$ cat config.mk
export PLATFORM = sky130hd
export DESIGN_NAME = exif_datetime_to_epoch_millis_top_flat
export DESIGN_NICKNAME = d
export VERILOG_FILES = /design/src/design/exdt_pkg.sv /design/src/design/exdt_stream_if.sv /design/src/design/exif_datetime_to_epoch_millis_top.sv /design/src/flat_wrapper.sv
export SDC_FILE = /design/constraint.sdc
export NUM_CORES = 1
export LEC_CHECK = 0
export ABC_CLOCK_PERIOD_IN_PS = 16600
export BUFFER_PORTS_ARGS = -buffer_cell sky130_fd_sc_hd__buf_2
export CORE_MARGIN = 2
export CORE_UTILIZATION = 25
export DETAILED_ROUTE_END_ITERATION = 10
export PLACE_DENSITY_LB_ADDON = 0.05
export SLEW_MARGIN = 20
export SYNTH_ARGS = -nofsm -noshare
export SYNTH_HDL_FRONTEND = slang
export SYNTH_SLANG_ARGS = --single-unit
$ cat constraint.sdc
create_clock -name clk_i -period 16.6 [get_ports clk_i]
set_input_delay 2.49 -clock clk_i [delete_from_list [all_inputs] [get_ports clk_i]]
set_output_delay 2.49 -clock clk_i [all_outputs]
set_load 0.005 [all_outputs]
$ cat src/design/exdt_pkg.sv
// Shared types, constants and a lookup function for the EXIF date-time converter.
package exdt_pkg;

  localparam int unsigned CharW   = 8;
  localparam int unsigned PosW    = 5;
  localparam int unsigned YearW   = 14;
  localparam int unsigned FieldW  = 7;
  localparam int unsigned DoyW    = 9;
  localparam int unsigned DaysW   = 22;
  localparam int unsigned DaysSumW = 23;
  localparam int unsigned HmsW    = 17;
  localparam int unsigned SecsW   = 39;
  localparam int unsigned MillisW = 48;

  // Character positions inside "yyyy:MM:dd HH:mm:ss"
  localparam logic [PosW-1:0] PosColonYm = 5'd4;
  localparam logic [PosW-1:0] PosColonMd = 5'd7;
  localparam logic [PosW-1:0] PosSpace   = 5'd10;
  localparam logic [PosW-1:0] PosColonHm = 5'd13;
  localparam logic [PosW-1:0] PosColonMs = 5'd16;
  localparam logic [PosW-1:0] DtLen      = 5'd19;

  localparam logic [CharW-1:0] CharColon = 8'h3A;
  localparam logic [CharW-1:0] CharSpace = 8'h20;
  localparam logic [CharW-1:0] CharZero  = 8'h30;
  localparam logic [CharW-1:0] CharNine  = 8'h39;

  localparam logic [YearW-1:0]  EpochYear = 14'd1970;
  localparam logic [FieldW-1:0] MonthMax  = 7'd12;
  localparam logic [FieldW-1:0] DayMax    = 7'd31;
  localparam logic [FieldW-1:0] HourMax   = 7'd23;
  localparam logic [FieldW-1:0] MinuteMax = 7'd59;
  localparam logic [FieldW-1:0] SecondMax = 7'd60;
  localparam logic [FieldW-1:0] MonthFeb  = 7'd2;

  // Day number of 1970-01-01 in the March-based civil count, plus one for day-1
  localparam logic [DaysSumW-1:0] EpochDayBias = 23'd719469;
  // floor(x/25) == (x * Recip25) >> Recip25Shift for x below 43690
  localparam logic [12:0] Recip25      = 13'd5243;
  localparam int unsigned Recip25Shift = 17;

  typedef enum logic [1:0] {
    ST_OK     = 2'd0,
    ST_LAYOUT = 2'd1,
    ST_RANGE  = 2'd2
  } status_e;

  typedef struct packed {
    logic [CharW-1:0] char_byte;
    logic             final_byte;
  } in_item_t;

  typedef struct packed {
    status_e            status;
    logic [MillisW-1:0] epoch_millis;
  } out_item_t;

  // Days from March 1 to the first of the month, year starting in March
  function automatic logic [DoyW-1:0] month_offset(input logic [FieldW-1:0] month);
    logic [DoyW-1:0] ofs;
    unique case (month)
      7'd3:    ofs = 9'd0;
      7'd4:    ofs = 9'd31;
      7'd5:    ofs = 9'd61;
      7'd6:    ofs = 9'd92;
      7'd7:    ofs = 9'd122;
      7'd8:    ofs = 9'd153;
      7'd9:    ofs = 9'd184;
      7'd10:   ofs = 9'd214;
      7'd11:   ofs = 9'd245;
      7'd12:   ofs = 9'd275;
      7'd1:    ofs = 9'd306;
      7'd2:    ofs = 9'd337;
      default: ofs = 9'd0;
    endcase
    return ofs;
  endfunction

endpackage

$ cat src/design/exdt_stream_if.sv
// Valid/ready stream interface carrying one payload struct per transaction.
interface exdt_stream_if #(
  parameter type payload_t = logic
) ();
  logic     valid;
  logic     ready;
  payload_t payload;

  modport source (output valid, output payload, input ready);
  modport sink   (input valid, input payload, output ready);
endinterface

$ cat src/design/exif_datetime_to_epoch_millis_top.sv
// Top level: streaming EXIF date-time parser and epoch-milliseconds converter.
//
//  channel | dir | payload                              | transaction
//  --------+-----+--------------------------------------+--------------------------------
//  in_i    | in  | char_byte[7:0], final_byte           | one character of the string
//  out_o   | out | status[1:0], epoch_millis[47:0]      | one result per final character
//
//  A new character can be accepted every cycle while in_i.ready is high.
//  A final character's result reaches out_o through five registers: parse register,
//  calendar terms, day sum, seconds multiply (22x17 bits), millis shift-add register.
//  Each stage moves when the one after it is empty or moving, so bubbles collapse and
//  in_i.ready falls only when all five stages hold results and out_o is stalled.
//  Reset clears the parse state and all stage valid bits; no clearing pass is needed.
module exif_datetime_to_epoch_millis_top (
  input  logic                clk_i,
  input  logic                rst_ni,
  exdt_stream_if.sink         in_i,
  exdt_stream_if.source       out_o
);
  import exdt_pkg::*;

  // ---------------------------------------------------------------------------
  // Parse state: position, field accumulators, layout flag
  // ---------------------------------------------------------------------------
  logic [PosW-1:0]   pos_q, pos_d;
  logic [YearW-1:0]  year_q, year_d;
  logic [FieldW-1:0] month_q, month_d;
  logic [FieldW-1:0] day_q, day_d;
  logic [FieldW-1:0] hour_q, hour_d;
  logic [FieldW-1:0] minute_q, minute_d;
  logic [FieldW-1:0] second_q, second_d;
  logic              layout_err_q, layout_err_d;

  logic [CharW-1:0]  chr;
  logic              is_digit;
  logic [3:0]        digit;
  logic              in_fire;
  logic              in_last;

  assign chr      = in_i.payload.char_byte;
  assign is_digit = (chr >= CharZero) && (chr <= CharNine);
  assign digit    = chr[3:0];
  assign in_fire  = in_i.valid && in_i.ready;
  assign in_last  = in_i.payload.final_byte;

  // Check the character against the layout and push digits into their field.
  always_comb begin
    pos_d        = pos_q;
    year_d       = year_q;
    month_d      = month_q;
    day_d        = day_q;
    hour_d       = hour_q;
    minute_d     = minute_q;
    second_d     = second_q;
    layout_err_d = layout_err_q;
    // Characters past the last layout position are dropped.
    if (pos_q < DtLen) begin
      pos_d = pos_q + 5'd1;
      priority if (pos_q == PosColonYm || pos_q == PosColonMd ||
                   pos_q == PosColonHm || pos_q == PosColonMs) begin
        if (chr != CharColon) layout_err_d = 1'b1;
      end else if (pos_q == PosSpace) begin
        if (chr != CharSpace) layout_err_d = 1'b1;
      end else if (!is_digit) begin
        layout_err_d = 1'b1;
      end else if (pos_q < PosColonYm) begin
        year_d = YearW'(year_q * 14'd10 + YearW'(digit));
      end else if (pos_q < PosColonMd) begin
        month_d = FieldW'(month_q * 7'd10 + FieldW'(digit));
      end else if (pos_q < PosSpace) begin
        day_d = FieldW'(day_q * 7'd10 + FieldW'(digit));
      end else if (pos_q < PosColonHm) begin
        hour_d = FieldW'(hour_q * 7'd10 + FieldW'(digit));
      end else if (pos_q < PosColonMs) begin
        minute_d = FieldW'(minute_q * 7'd10 + FieldW'(digit));
      end else begin
        second_d = FieldW'(second_q * 7'd10 + FieldW'(digit));
      end
    end
  end

  // Advance on every accepted character; the final one starts a fresh string.
  always_ff @(posedge clk_i or negedge rst_ni) begin
    if (!rst_ni) begin
      pos_q        <= '0;
      year_q       <= '0;
      month_q      <= '0;
      day_q        <= '0;
      hour_q       <= '0;
      minute_q     <= '0;
      second_q     <= '0;
      layout_err_q <= 1'b0;
    end else if (in_fire) begin
      if (in_last) begin
        pos_q        <= '0;
        year_q       <= '0;
        month_q      <= '0;
        day_q        <= '0;
        hour_q       <= '0;
        minute_q     <= '0;
        second_q     <= '0;
        layout_err_q <= 1'b0;
      end else begin
        pos_q        <= pos_d;
        year_q       <= year_d;
        month_q      <= month_d;
        day_q        <= day_d;
        hour_q       <= hour_d;
        minute_q     <= minute_d;
        second_q     <= second_d;
        layout_err_q <= layout_err_d;
      end
    end
  end

  // ---------------------------------------------------------------------------
  // Pipeline flow control: a stage takes new data when empty or draining
  // ---------------------------------------------------------------------------
  logic s1_v_q, s2_v_q, s3_v_q, s4_v_q, out_v_q;
  logic rdy1, rdy2, rdy3, rdy4, rdy_out;

  assign rdy_out    = !out_v_q || out_o.ready;
  assign rdy4       = !s4_v_q || rdy_out;
  assign rdy3       = !s3_v_q || rdy4;
  assign rdy2       = !s2_v_q || rdy3;
  assign rdy1       = !s1_v_q || rdy2;
  assign in_i.ready = rdy1;

  always_ff @(posedge clk_i or negedge rst_ni) begin
    if (!rst_ni) begin
      s1_v_q  <= 1'b0;
      s2_v_q  <= 1'b0;
      s3_v_q  <= 1'b0;
      s4_v_q  <= 1'b0;
      out_v_q <= 1'b0;
    end else begin
      if (rdy1)    s1_v_q  <= in_fire && in_last;
      if (rdy2)    s2_v_q  <= s1_v_q;
      if (rdy3)    s3_v_q  <= s2_v_q;
      if (rdy4)    s4_v_q  <= s3_v_q;
      if (rdy_out) out_v_q <= s4_v_q;
    end
  end

  // ---------------------------------------------------------------------------
  // Stage 1: completed fields of the string, including its final character
  // ---------------------------------------------------------------------------
  logic [YearW-1:0]  s1_year_q;
  logic [FieldW-1:0] s1_month_q, s1_day_q, s1_hour_q, s1_minute_q, s1_second_q;
  logic              s1_bad_q;

  always_ff @(posedge clk_i) begin
    if (rdy1 && in_fire && in_last) begin
      s1_year_q   <= year_d;
      s1_month_q  <= month_d;
      s1_day_q    <= day_d;
      s1_hour_q   <= hour_d;
      s1_minute_q <= minute_d;
      s1_second_q <= second_d;
      // A short string counts as a layout failure.
      s1_bad_q    <= layout_err_d || (pos_d < DtLen);
    end
  end

  // ---------------------------------------------------------------------------
  // Stage 2: status, March-based year terms, month offset
  // ---------------------------------------------------------------------------
  status_e            s1_status;
  logic [YearW-1:0]   s1_yy;
  logic [11:0]        s1_yy_div4;
  logic [9:0]         s1_yy_div16;
  logic [24:0]        s1_prod100;
  logic [22:0]        s1_prod400;
  logic               s1_range_bad;

  assign s1_range_bad = (s1_year_q < EpochYear) || (s1_month_q < 7'd1) ||
                        (s1_month_q > MonthMax) || (s1_day_q < 7'd1) ||
                        (s1_day_q > DayMax) || (s1_hour_q > HourMax) ||
                        (s1_minute_q > MinuteMax) || (s1_second_q > SecondMax);

  always_comb begin
    priority if (s1_bad_q)     s1_status = ST_LAYOUT;
    else if (s1_range_bad)     s1_status = ST_RANGE;
    else                       s1_status = ST_OK;
  end

  // January and February belong to the previous March-based year.
  assign s1_yy       = (s1_month_q <= MonthFeb) ? s1_year_q - 14'd1 : s1_year_q;
  assign s1_yy_div4  = s1_yy[YearW-1:2];
  assign s1_yy_div16 = s1_yy[YearW-1:4];
  assign s1_prod100  = s1_yy_div4 * Recip25;
  assign s1_prod400  = s1_yy_div16 * Recip25;

  status_e              s2_status_q;
  logic [DaysSumW-1:0]  s2_y365_q;
  logic [11:0]          s2_div4_q;
  logic [6:0]           s2_div100_q;
  logic [4:0]           s2_div400_q;
  logic [DoyW-1:0]      s2_doy_q;
  logic [FieldW-1:0]    s2_day_q, s2_hour_q, s2_minute_q, s2_second_q;

  always_ff @(posedge clk_i) begin
    if (rdy2 && s1_v_q) begin
      s2_status_q <= s1_status;
      s2_y365_q   <= DaysSumW'(s1_yy * 23'd365);
      s2_div4_q   <= s1_yy_div4;
      s2_div100_q <= 7'(s1_prod100[24:Recip25Shift]);
      s2_div400_q <= 5'(s1_prod400[22:Recip25Shift]);
      s2_doy_q    <= month_offset(s1_month_q);
      s2_day_q    <= s1_day_q;
      s2_hour_q   <= s1_hour_q;
      s2_minute_q <= s1_minute_q;
      s2_second_q <= s1_second_q;
    end
  end

  // ---------------------------------------------------------------------------
  // Stage 3: day count since the epoch, seconds within the day
  // ---------------------------------------------------------------------------
  logic [DaysSumW-1:0] s2_days_sum;
  logic [HmsW-1:0]     s2_hms;

  assign s2_days_sum = s2_y365_q + DaysSumW'(s2_div4_q) - DaysSumW'(s2_div100_q) +
                       DaysSumW'(s2_div400_q) + DaysSumW'(s2_doy_q) +
                       DaysSumW'(s2_day_q) - EpochDayBias;
  assign s2_hms = HmsW'(s2_hour_q * 17'd3600) + HmsW'(s2_minute_q * 17'd60) +
                  HmsW'(s2_second_q);

  status_e          s3_status_q;
  logic [DaysW-1:0] s3_days_q;
  logic [HmsW-1:0]  s3_hms_q;

  always_ff @(posedge clk_i) begin
    if (rdy3 && s2_v_q) begin
      s3_status_q <= s2_status_q;
      s3_days_q   <= s2_days_sum[DaysW-1:0];
      s3_hms_q    <= s2_hms;
    end
  end

  // ---------------------------------------------------------------------------
  // Stage 4: seconds since the epoch
  // ---------------------------------------------------------------------------
  status_e          s4_status_q;
  logic [SecsW-1:0] s4_secs_q;

  always_ff @(posedge clk_i) begin
    if (rdy4 && s3_v_q) begin
      s4_status_q <= s3_status_q;
      // Widen the day count first so the product keeps all of its bits
      s4_secs_q   <= SecsW'(s3_days_q) * 17'd86400 + SecsW'(s3_hms_q);
    end
  end

  // ---------------------------------------------------------------------------
  // Output register: millis = secs * 1000 as (secs << 10) - (secs << 4) - (secs << 3)
  // ---------------------------------------------------------------------------
  logic [MillisW-1:0] s4_secs_ext;
  logic [MillisW-1:0] s4_millis;
  out_item_t          out_q;

  assign s4_secs_ext = MillisW'(s4_secs_q);
  assign s4_millis   = (s4_secs_ext << 10) - (s4_secs_ext << 4) - (s4_secs_ext << 3);

  always_ff @(posedge clk_i) begin
    if (rdy_out && s4_v_q) begin
      out_q.status       <= s4_status_q;
      out_q.epoch_millis <= (s4_status_q == ST_OK) ? s4_millis : '0;
    end
  end

  assign out_o.valid   = out_v_q;
  assign out_o.payload = out_q;

`ifndef NO_ASSERTIONS
  // A final character always lands in the parse register.
  a_final_loads_s1: assert property (@(posedge clk_i) disable iff (!rst_ni)
    in_fire && in_last |=> s1_v_q)
    else $error("final character did not enter stage 1");

  // The final character returns the parser to the start of a string.
  a_final_clears: assert property (@(posedge clk_i) disable iff (!rst_ni)
    in_fire && in_last |=> pos_q == '0 && !layout_err_q && year_q == '0)
    else $error("parse state not cleared after final character");

  // Position saturates at the layout length.
  a_pos_bound: assert property (@(posedge clk_i) disable iff (!rst_ni)
    pos_q <= DtLen)
    else $error("character position beyond layout length");

  // Input backpressure only when every stage is occupied.
  a_stall_full: assert property (@(posedge clk_i) disable iff (!rst_ni)
    !in_i.ready |-> s1_v_q && s2_v_q && s3_v_q && s4_v_q && out_v_q && !out_o.ready)
    else $error("input stalled with room in the pipeline");

  // A failing string never carries a time value.
  a_fail_zero: assert property (@(posedge clk_i) disable iff (!rst_ni)
    out_o.valid && out_o.payload.status != ST_OK |-> out_o.payload.epoch_millis == '0)
    else $error("nonzero millis on a failing result");
`endif

endmodule

$ cat src/flat_wrapper.sv
// flat-port wrapper written by rule: the top's interface ports become plain ports
module exif_datetime_to_epoch_millis_top_flat import exdt_pkg::*;
  (clk_i, rst_ni, in_i_valid, in_i_payload, in_i_ready, out_o_valid, out_o_payload, out_o_ready);
  exdt_stream_if #(.payload_t(in_item_t)) in_i_i ();
  exdt_stream_if #(.payload_t(out_item_t)) out_o_i ();
  input  logic clk_i;
  input  logic rst_ni;
  input wire logic [$bits(in_i_i.valid)-1:0] in_i_valid;
  input wire logic [$bits(in_i_i.payload)-1:0] in_i_payload;
  output wire logic [$bits(in_i_i.ready)-1:0] in_i_ready;
  output wire logic [$bits(out_o_i.valid)-1:0] out_o_valid;
  output wire logic [$bits(out_o_i.payload)-1:0] out_o_payload;
  input wire logic [$bits(out_o_i.ready)-1:0] out_o_ready;
  assign in_i_i.valid = in_i_valid;
  assign in_i_i.payload = in_i_payload;
  assign in_i_ready = in_i_i.ready;
  assign out_o_valid = out_o_i.valid;
  assign out_o_payload = out_o_i.payload;
  assign out_o_i.ready = out_o_ready;
  exif_datetime_to_epoch_millis_top u_core (.clk_i(clk_i), .rst_ni(rst_ni), .in_i(in_i_i), .out_o(out_o_i));
endmodule
### Word-level counts from Yosys, hierarchy flattened

Memory sizes are Yosys's and may differ from the RTL's. A register that Yosys moved wholly into a read port is not among the register bits.
Index checks and enable logic that the tools add are counted.

| storage, ports and cells | value |
|---|---|
| memories kept | 1 |
| memory bits (read-only) | 144 |
| output and inout port bits | 52 |
| input bits | 13 |
| register bits | 318 |

Memories:

| name | words | bits a word | read ports | clocked after memory_dff | write ports | line | RTL |
|---|---|---|---|---|---|---|---|
| (name not given) | 16 | 9 | 1 | 1 | 0 | exdt_pkg.sv:61 | `unique case (month)` |

| operators by class | value |
|---|---|
| equality and inequality tests | 7 |
| reduce and logical (&&, ||, !) cells | 33 |
| muxes and demuxes | 61 |
| add/subtract/negate cells | 19 |
| order comparisons | 18 |
| $mul | 12 |

Operators by type and width:

| operator | number |
|---|---|
| 7-bit 2-to-1 mux | 44 |
| 14-bit 2-to-1 mux | 7 |
| 48-bit by 42-bit subtractor with 48-bit output | 1 |
| 48-bit by 43-bit subtractor with 48-bit output | 1 |
| 39-bit by 17-bit adder with 39-bit output | 1 |
| 7-bit by 4-bit adder with 7-bit output | 5 |
| 7-bit by 3-bit multiplier with 6-bit output (second input constant) | 5 |
| 22-bit by 10-bit multiplier with 32-bit output (second input constant) | 1 |
| 12-bit by 13-bit multiplier with 24-bit output (second input constant) | 1 |
| 22-bit by 12-bit adder with 22-bit output | 1 |
| 22-bit by 5-bit adder with 22-bit output | 1 |
| 22-bit by 7-bit adder with 22-bit output | 1 |
| 22-bit by 9-bit adder with 22-bit output | 1 |
| 10-bit by 13-bit multiplier with 22-bit output (second input constant) | 1 |
| 14-bit by 9-bit multiplier with 22-bit output (second input constant) | 1 |
| 22-bit by 20-bit subtractor with 22-bit output (second input constant) | 1 |
| 22-bit by 7-bit subtractor with 22-bit output | 1 |
| 17-bit by 13-bit adder with 17-bit output | 1 |
| 17-bit by 7-bit adder with 17-bit output | 1 |
| 1-bit logical OR | 16 |
| 8-bit by 6-bit != test with 1-bit output (second input constant) | 2 |
| 5-bit less-than comparator (second input constant) | 3 |
| 14-bit by 4-bit adder with 14-bit output | 1 |
| 7-bit by 5-bit > comparator with 1-bit output (second input constant) | 2 |
| 24 further kinds | 50 |

### Longest topological paths before layout

| depth | value |
|---|---|
| word-level depth | 12 |
| mapped depth | 28 |
| gate-level depth less buffers | 28 |

### Worst setup path after synthesis

No wires, ideal clock.

| timing path | value |
|---|---|
| path kind | register to register |
| start | register u_core.s1_month_q[2] |
| end | register u_core.s2_div400_q[2] (data pin) |
| arrival | 7.349 ns |
| setup slack | 8.980 ns |
| setup time | 0.272 ns |
| buffers on the path | 1 |
| period minus slack after synthesis | 7.620 ns |
| stages on the path, launching flop included | 25 |
| cells stage by stage | edfxtp_1 > buf_2 > or4_4 > nor4_4 > nand3b_2 > or4_4 > or3_1 > xnor2_1 > inv_1 > fa_1 > fa_1 > fa_1 > fa_1 > fa_1 > inv_1 > ha_1 > a21o_1 > a21o_1 > a21oi_1 > nor2b_1 > o21ai_0 > o311ai_0 > o41ai_1 > nor3_1 > or4b_1 |

| on the way | value |
|---|---|
| longest elaborated chain between the ends | 3 |

Ends and longest elaborated chain:

| item | line | RTL |
|---|---|---|
| start: declaration | exif_datetime_to_epoch_millis_top.sv:149 | `logic [FieldW-1:0] s1_month_q, s1_day_q, s1_hour_q, s1_minute_q, s1_second_q;` |
| start signal: assignment | exif_datetime_to_epoch_millis_top.sv:155 | `s1_month_q <= month_d;` |
| 7-bit by 2-bit less-or-equal comparator with 1-bit output | exif_datetime_to_epoch_millis_top.sv:188 | `assign s1_yy = (s1_month_q <= MonthFeb) ? s1_year_q - 14'd1 : s1_year_q;` |
| 14-bit 2-to-1 mux | exif_datetime_to_epoch_millis_top.sv:188 |  |
| net u_core.s1_yy[9] | exif_datetime_to_epoch_millis_top.sv:169 | `logic [YearW-1:0] s1_yy;` |
| 10-bit by 13-bit multiplier with 22-bit output | exif_datetime_to_epoch_millis_top.sv:192 | `assign s1_prod400 = s1_yy_div16 * Recip25;` |
| net u_core.s1_prod400[19] | exif_datetime_to_epoch_millis_top.sv:173 | `logic [22:0] s1_prod400;` |
| end signal: assignment | exif_datetime_to_epoch_millis_top.sv:208 | `s2_div400_q <= 5'(s1_prod400[22:Recip25Shift]);` |
| end: declaration | exif_datetime_to_epoch_millis_top.sv:198 | `logic [4:0] s2_div400_q;` |

The timed path passes the listed nets, and every way through them passes these cells.
A chain may end at the register's enable or synchronous reset.

### Worst setup path after layout

Ends and elaborated chain as after synthesis.

==> metrics.cfg <==
[clock_network]
cts_sinks=324
cts_tree=yes
cts_made_buffers=46
cts_buffer_depth=3
ctsHtreeMaxLevel=2
clk_pin_slew_ns=0.06
ctsHoldBuffers=0
post_cts_buffers=0
cts-root-buf=clkbuf_16
worstSkewPairLatency_ns=0.62
post_cts_resize_count=0

[sta]
slew_viol_final=0
clock.fmax_mhz=112.5
rsz0062_at_grt=false
tightest_slew_ns=0.9865
maxSlewHeadroom=0.3423
fin_setup_tns_ns=0
fin_crit_sh=0.5353
setup_violations=0
min_period_ns=8.886
skew_ns=0.02024
hold_violations=0

[global_route]
antenna_found_initial=0
grt_pass1_vias=22454
overflow=0
grt_max_degree=61
track_usage=0.1207
grt_pass1_wl_mm=123.4

[critical_path]
critPathTopFamily=adder cells
worst_setup_path_start_kind=register
cp_cell_sequence=or4_4, nor4_4, nand3b_2, or4_4, or3_1, xnor2_1, inv_1, fa_1, fa_1, fa_1, fa_1, fa_1, inv_1, ha_1, a21o_1, a21o_1, a21oi_1, nor2b_1, o21ai_0, o311ai_0, o41ai_1, nor3_1, or4b_1
cp.arrival_ns=9.24
cp-end-kind=register
cp_common_cell=fa_1
critPathBufInv=2
crit_required_ns=16.95
crit_type=register to register
path_max_fanout=17
slowest_stage=o41ai_1
max_stage_delay_ns=0.85

[synth]
synth_edf_count=264
netlist_area_um2=31370
syn_inst=3008
yosys_warnings=0
ys_seq_area_frac=0.3006
synth-seq-cells=324
ys.flop_type=edfxtp_1
syn_area_per_cell_um2=10.43
synth.distinct_cells=82
async_flop_share=0.1852

[route]
wl_per_cell_um=15.82
drtAntennaViolNets=0
routed_via_density=4.341
drc_errors=0
vias=20617
routed_wl_mm=75.12
drtIter0Drc=772
first_pass_iters=5

[placement]
gp_congestion=0.7859
io_buffers=61
dp_hpwl_mm=60.96

[floorplanning]
dieArea_um2=128300
fp.dieH_um=358.2
start_util=0.2527
chipWidth_um=358.2
rows=129
core_area_um2=124100
ios=65

[final_layout]
syn2layout_area_growth_pct=12.37
antenna_cells=0
layout_common_cells=512 x inv_1, 486 x ha_1, 264 x edfxtp_1
layout_commonest_cell=inv_1
layout.nets=3813
layout-drive-gt1-share=0.07198

[hold_path]
hold_class=register to register

[run_status]
outcome=finished clean

[flow_run]
drv_cap=0

flip-flops by register name, indices dropped and copies added, names as in the netlist, 9 cells and up:
register              count
u_core.year_q            14
u_core.out_o.payload     47
u_core.s1_year_q         14
u_core.s2_doy_q           9
u_core.s3_days_q         22
u_core.s2_div4_q         12
u_core.s4_secs_q         39
u_core.s2_y365_q         22
u_core.s3_hms_q          17
final timing paths:
kind / startpoint / to / slack (ns) / cells after the start
max: u_core.s1_month_q[2] / u_core.s2_div400_q[2] / 7.71 / 23
min reg2reg: u_core.s2_status_q[1] / u_core.s3_status_q[1] / 0.42 / 0
min: u_core.s2_status_q[1] / u_core.s3_status_q[1] / 0.42 / 0
max in group asynchronous: rst_ni / u_core.s4_v_q / 13.87 / 2
max reg2reg: u_core.s1_month_q[2] / u_core.s2_div400_q[2] / 7.71 / 23
min in group asynchronous: rst_ni / u_core.pos_q[2] / 2.13 / 2
synth_stat cells, drive strengths merged (17+ instances only):
| master | instances | area, um2 |
|---|---|---|
| nor2b | 26 | 162.7 |
| or3 | 18 | 112.6 |
| nor2 | 162 | 608.1 |
| a21oi | 164 | 820.8 |
| ha | 486 | 6081 |
| nor3 | 41 | 227.7 |
| nand3 | 33 | 170.2 |
| edfxtp | 264 | 7928 |
| xor2 | 56 | 498.0 |
| o21bai | 30 | 225.2 |
| nand2b | 17 | 106.4 |
| clkbuf | 60 | 225.2 |
| nand4 | 33 | 206.5 |
| o21a | 27 | 202.7 |
| mux2 | 25 | 281.5 |
| a31oi | 23 | 143.9 |
| dfrtp | 60 | 1501 |
| nand2 | 144 | 540.5 |
| o21ai | 81 | 405.4 |
| xnor2 | 183 | 1637 |
| a21o | 80 | 600.6 |
| inv | 512 | 1922 |
| a22o | 47 | 411.6 |
| fa | 238 | 4765 |
logic make-up (layout without fill, tap and decap cells):
group                      after synthesis  in the layout  share of synthesized area
and+or+nand+nor                        550            550                    0.08608
xor gates and xnor gates               239            239                    0.06805
buffers and inverters                  578            680                    0.06956
DFF                                    324            324                     0.3006
muxes                                   30             30                    0.01057
other                                    1              3                  0.0001195
AOI/OAI and AO/OA                      562            562                     0.1193
adders and majority gates              724            724                     0.3457
stage by stage:
step	utilization	std cells	worst slack (ns)	hold WS (ns)	instance area [um2]
floorplan	-	3010	8.980	0.4003	31380
global placement	0.2713	4665	7.752	0.4038	33680
detailed placement	0.2713	4665	7.688	0.4045	33680
CTS	0.2840	4749	7.659	0.4195	35250
global route	0.2840	4749	7.229	0.4305	35250
finish	0.2840	4749	7.714	0.4168	35250
per-layer routing:
| metal | GRT usage | vias to the layer above | part of all wire |
|---|---|---|---|
| li1 | - | 10452 | - |
| met2 | 0.2108 | 194 | 0.48 |
| met4 | 0.03063 | 0 | 0.019 |
| met5 | 0 | - | 0 |
| met3 | 0.01518 | 72 | 0.024 |
| met1 | 0.1570 | 9899 | 0.47 |
worst reg2reg max path: stages, from the launching register on:
cell      delay [ns]
edfxtp_1        0.61
or4_4           0.55
nor4_4          0.28
nand3b_2        0.17
or4_4           0.46
or3_1           0.35
xnor2_1         0.65
inv_1           0.15
fa_1            0.58
fa_1            0.45
fa_1            0.54
fa_1            0.54
fa_1            0.51
inv_1           0.04
ha_1            0.30
a21o_1          0.18
a21o_1          0.17
a21oi_1         0.15
nor2b_1         0.06
o21ai_0         0.14
o311ai_0        0.30
o41ai_1         0.85
nor3_1          0.07
or4b_1          0.53
layout make-up:
type                            count  area [um2]
Clock buffer                       57        1254
Clock inverter                     27       317.8
Fill cell                       12952       88870
Inverter                          513        1926
Multi-Input combinational cell   2108       19800
Sequential cell                   324        9429
Tap cell                         1637        2048
Timing Repair Buffer               83       470.5
Power is left out: the tool's default activity adds up to more than one toggle a clock period on the data nets, which glitch-free logic cannot reach.
